<file path="src/rtl/jetp_pkg.sv">
package jetp_pkg;

  localparam int COORD_W    = 32;
  localparam int PROD_W     = 64;
  localparam int ITER_W     = 16;
  localparam int HUE_W      = 8;
  localparam int CFG_ADDR_W = 3;
  localparam int OUT_TDATA_W = ITER_W + HUE_W;

  // Register map of the configuration port.
  typedef enum logic [CFG_ADDR_W-1:0] {
    REG_X_START  = 3'd0,
    REG_Y_START  = 3'd1,
    REG_X_STEP   = 3'd2,
    REG_Y_STEP   = 3'd3,
    REG_C_REAL   = 3'd4,
    REG_C_IMAG   = 3'd5,
    REG_MAX_ITER = 3'd6
  } reg_index_t;

  typedef struct packed {
    logic signed [COORD_W-1:0] x_start;
    logic signed [COORD_W-1:0] y_start;
    logic signed [COORD_W-1:0] x_step;
    logic signed [COORD_W-1:0] y_step;
    logic signed [COORD_W-1:0] c_real;
    logic signed [COORD_W-1:0] c_imag;
    logic [ITER_W-1:0]         max_iter;
  } cfg_t;

  typedef enum logic [2:0] {
    ST_IDLE,
    ST_START_MUL,
    ST_START_ADD,
    ST_ITER_MUL,
    ST_ITER_UPD,
    ST_FINISH
  } state_t;

  // Commands from the controller to the datapath.
  typedef struct packed {
    logic load;       // capture pixel indices, clear count and escape flag
    logic mul_iter;   // multiplier operands: 1 = z terms, 0 = start terms
    logic start_set;  // load z from the start point sums
    logic update;     // load z from the squaring step, bump the count
    logic set_esc;    // mark the pixel as escaped
    logic emit;       // move the result into the output register
  } cmd_t;

  // Status from the datapath to the controller.
  typedef struct packed {
    logic start_sat;   // start point left the 32-bit range
    logic outside;     // |z|^2 is above the bailout radius
    logic upd_sat;     // the squaring step saturated
    logic last;        // this update reaches the iteration limit
    logic zero_limit;  // max_iter is zero
    logic out_free;    // output register can take a word this cycle
  } status_t;

endpackage

</file>
<file path="src/rtl/jetp_ctrl.sv">
module jetp_ctrl (
  input  logic               clk,
  input  logic               rst,
  input  logic               s_tvalid,
  output logic               s_tready,
  output jetp_pkg::cmd_t     cmd,
  input  jetp_pkg::status_t  status
);

  jetp_pkg::state_t state, state_next;

  always_ff @(posedge clk) begin
    if (rst) begin
      state <= jetp_pkg::ST_IDLE;
    end else begin
      state <= state_next;
    end
  end

  always_comb begin
    state_next = state;
    cmd        = '0;
    s_tready   = 1'b0;
    unique case (state)
      jetp_pkg::ST_IDLE: begin
        s_tready = 1'b1;
        if (s_tvalid) begin
          cmd.load   = 1'b1;
          state_next = jetp_pkg::ST_START_MUL;
        end
      end
      jetp_pkg::ST_START_MUL: begin
        state_next = jetp_pkg::ST_START_ADD;
      end
      jetp_pkg::ST_START_ADD: begin
        cmd.start_set = 1'b1;
        if (status.start_sat) begin
          cmd.set_esc = 1'b1;
          state_next  = jetp_pkg::ST_FINISH;
        end else if (status.zero_limit) begin
          state_next = jetp_pkg::ST_FINISH;
        end else begin
          state_next = jetp_pkg::ST_ITER_MUL;
        end
      end
      jetp_pkg::ST_ITER_MUL: begin
        cmd.mul_iter = 1'b1;
        state_next   = jetp_pkg::ST_ITER_UPD;
      end
      jetp_pkg::ST_ITER_UPD: begin
        // The bailout test comes before the update; a saturating update
        // still counts and then ends the pixel as escaped.
        if (status.outside) begin
          cmd.set_esc = 1'b1;
          state_next  = jetp_pkg::ST_FINISH;
        end else begin
          cmd.update = 1'b1;
          if (status.upd_sat) begin
            cmd.set_esc = 1'b1;
            state_next  = jetp_pkg::ST_FINISH;
          end else if (status.last) begin
            state_next = jetp_pkg::ST_FINISH;
          end else begin
            state_next = jetp_pkg::ST_ITER_MUL;
          end
        end
      end
      jetp_pkg::ST_FINISH: begin
        if (status.out_free) begin
          cmd.emit   = 1'b1;
          state_next = jetp_pkg::ST_IDLE;
        end
      end
      default: begin
        state_next = jetp_pkg::ST_IDLE;
      end
    endcase
  end

`ifndef NO_ASSERTIONS
  a_emit_free: assert property (@(posedge clk) disable iff (rst)
    cmd.emit |-> status.out_free)
    else $error("result emitted while the output register is occupied");

  a_mul_then_upd: assert property (@(posedge clk) disable iff (rst)
    state == jetp_pkg::ST_ITER_MUL |=> state == jetp_pkg::ST_ITER_UPD)
    else $error("multiply stage not followed by update stage");

  a_accept_starts: assert property (@(posedge clk) disable iff (rst)
    (s_tvalid && s_tready) |=> state == jetp_pkg::ST_START_MUL)
    else $error("accepted word did not start the start-point multiply");
`endif

endmodule

</file>
<file path="config.mk">
export PLATFORM = sky130hd
export DESIGN_NAME = jetp_ctrl
export DESIGN_NICKNAME = d
export VERILOG_FILES = /design/src/rtl/jetp_pkg.sv /design/src/rtl/jetp_ctrl.sv
export SDC_FILE = /design/constraint.sdc
export NUM_CORES = 1
export LEC_CHECK = 0
export BUFFER_PORTS_ARGS = -buffer_cell sky130_fd_sc_hd__buf_2
export CAP_MARGIN = 0
export CORE_AREA = 2 2 39 41
export DETAILED_ROUTE_END_ITERATION = 12
export DIE_AREA = 0 0 41 43
export PLACE_DENSITY_LB_ADDON = 0.05
export REMOVE_ABC_BUFFERS = 1
export SYNTH_ARGS = -nofsm -noshare
export SYNTH_HDL_FRONTEND = slang
export SYNTH_SLANG_ARGS = --single-unit
</file>
<file path="constraint.sdc">
create_clock -name clk -period 4.02 [get_ports clk]
set_input_delay 0.603 -clock clk [delete_from_list [all_inputs] [get_ports clk]]
set_output_delay 0.603 -clock clk [all_outputs]
set_load 0.01 [all_outputs]
</file>
==> impl_metrics.toml <==
[clock_network]
hold_buffers = 0
cts-root-buf = "clkbuf_4"
htreeDepth = 1
postCtsSetupRepairBufs = 0
cts_buffer_depth = 2
clock_sinks = 3
cts_buffers = 3
insertion_delay_ns = 0.23
cts_resized = 0
cts_tree = "built"
clk_pin_slew_ns = 0.04

[finish]
fin_nets = 58
syn_to_final_growth_pct = 52.2
largest_reg_flops = 3
stdcell_count = 64
reg_top3 = "state: 3 flops"
regMostFlops = "state"
multiInputGateArea_um2 = 154
fill_cells = 164
final_layout_size_suffix_gt1_share_pct = 41.7
seq_area_um2 = 60.1
antennaDiodeCount = 0
finish.utilization_pct = 24.5

[placed_design]
dpl.cell_count = 60
post-dp-hpwl_um = 494
port-buffer-count = 15
gp_congestion = 0.744

[synthesis]
avgSynthCellArea_um2 = 7.42
yosys_warnings = 0
yosys.area.top_type = "dfxtp_1"
synth_edf_count = 0
synth-seq-cells = 3
synth_common_cells = "a21oi_1 (4), dfxtp_1 (3), nor2b_1 (3)"
syn_inst = 30
yosysMostFrequentCell = "a21oi_1"
synth-seq-area-share_pct = 27.0
yosys_most_used_dff = "dfxtp_1"
synth_top_area_share_pct = 27.0
syn_area_um2 = 223
synth.distinct_cells = 19
synthArstFlopShare_pct = 0
ys_top_cells_by_area = "dfxtp_1 (27%), a21oi_1 (9.0%), nor2b_1 (8.4%)"

[critical_path]
crit_type = "flip-flop to output port"
arrival_ns = 1.30
crit_required_ns = 3.42
startpoint_type = "flip-flop"
worst_setup_path_end_kind = "output port"
r2r_slack_ns = 2.55
cp_max_fo = 8

[floorplanning]
coreArea_mm2 = 0.00138
die_area_mm2 = 0.00176
rows = 14
die_w_um = 41
ios = 16
start_util_pct = 16.1
die_h_um = 43

[drt]
via_per_inst = 4.59
routedWlPerCell_um = 9.64
drc = 0
totalWireLength_um = 617
first_pass_iters = 2
ant_nets = 0
drt_iter0_markers = 6
route.vias.total = 294

[global_routing]
grt_pass1_vias = 258
grt_busiest_layer = "met2"
grtUsageTotal_pct = 8.33
gr-total-overflow = 0
antenna_found_initial = 0
grt_first_pass_wirelength_um = 1010
grt_use_met3_pct = 1.57
grt_max_degree = 12
use_met2_pct = 11.9
globalRouteMet1Util_pct = 10.6

[job]
maxCapViolations = 0

[timing]
rsz0062_at_grt = "no"
setup_tns_ns = 0
final_hold_viol_count = 0
worstMarginPinSlew_ns = 0.327
min_period_ns = 1.91
slew_headroom_pct = 78.2
skew_ns = 0.00258
max_freq_mhz = 525
finalSetupViolations = 0
maxSlewViolCount = 0
post-route-period-util_pct = 47.4

[power]
p_leak_nw = 0.154
powerDensity_mw_per_mm2 = 391
ir_drop_mv = 0.106

[min_path]
hold_class = "input pin to flip-flop"

[outcome]
status = "complete, no violations"
==> where the power goes <==
group | internal (mW) | total (mW) | switching, mW
combinational | 0.0194 | 0.0377 | 0.0183
sequential | 0.0339 | 0.0424 | 0.00853
clock | 0.0372 | 0.0523 | 0.0151
==> layout make-up <==
cell class	instances	share of cell area, %
Multi-Input combinational cell	25	45.4
Timing Repair Buffer	15	22.1
Sequential cell	3	17.7
Clock buffer	4	7.75
Tap cell	16	5.90
Inverter	1	1.11
==> critical path: stages, from the launching register on <==
cell     delay [ns]
dfxtp_1        0.45
nor2b_1        0.27
nand2_1        0.08
a21oi_1        0.13
buf_2          0.14
==> kinds of logic (layout without fill, tap and decap cells) <==
logic type	Yosys count	after routing	synth area share, %
buffers and inverters	2	20	3.93
flip-flops	3	3	27.0
AO/OA/AOI/OAI	8	8	23.6
AND/OR/NAND/NOR	17	17	45.5
==> per-stage QoR <==
stage / power (mW) / area [um^2] / worst slack [ns] / hold slack, ns
final: 0.132 / 339 / 2.11 / 0.566
after floorplan: 0.0639 / 218 / 2.42 / 0.525
after global routing: 0.142 / 339 / 1.97 / 0.568
after CTS: 0.136 / 339 / 2.09 / 0.561
after global placement: 0.0812 / 313 / 2.28 / 0.606
after detailed placement: 0.0811 / 313 / 2.27 / 0.597
==> cell usage in the layout, fill, tap and decap left out, types with 2 or more instances in the layout <==
| cell type | netlist | routed |
|---|---|---|
| a21oi_1 | 4 | 4 |
| nor2b_1 | 3 | 3 |
| o21ai_0 | 2 | 2 |
| nor3_1 | 2 | 2 |
| buf_2 | 1 | 15 |
| clkbuf_4 | 0 | 3 |
| and2_1 | 2 | 2 |
| dfxtp_1 | 3 | 3 |
| nand2_1 | 2 | 2 |
==> metal layers <==
layer,vias up,routed length (um)
met1,133,269
met4,0,0
met5,-,0
met3,0,68
met2,15,278
li1,146,-
==> worst paths after layout <==
check                                           start                    end  depth (start not counted)
worst max-delay path            state[1]$_SDFFE_PP0P_                 cmd[1]                          4
worst min-delay path                              rst  state[1]$_SDFFE_PP0P_                          2
worst max register to register  state[0]$_SDFFE_PP0P_  state[1]$_SDFFE_PP0P_                          3
worst min register to register  state[1]$_SDFFE_PP0P_  state[1]$_SDFFE_PP0P_                          1
No activity file was read; power rests on OpenSTA's default activity.
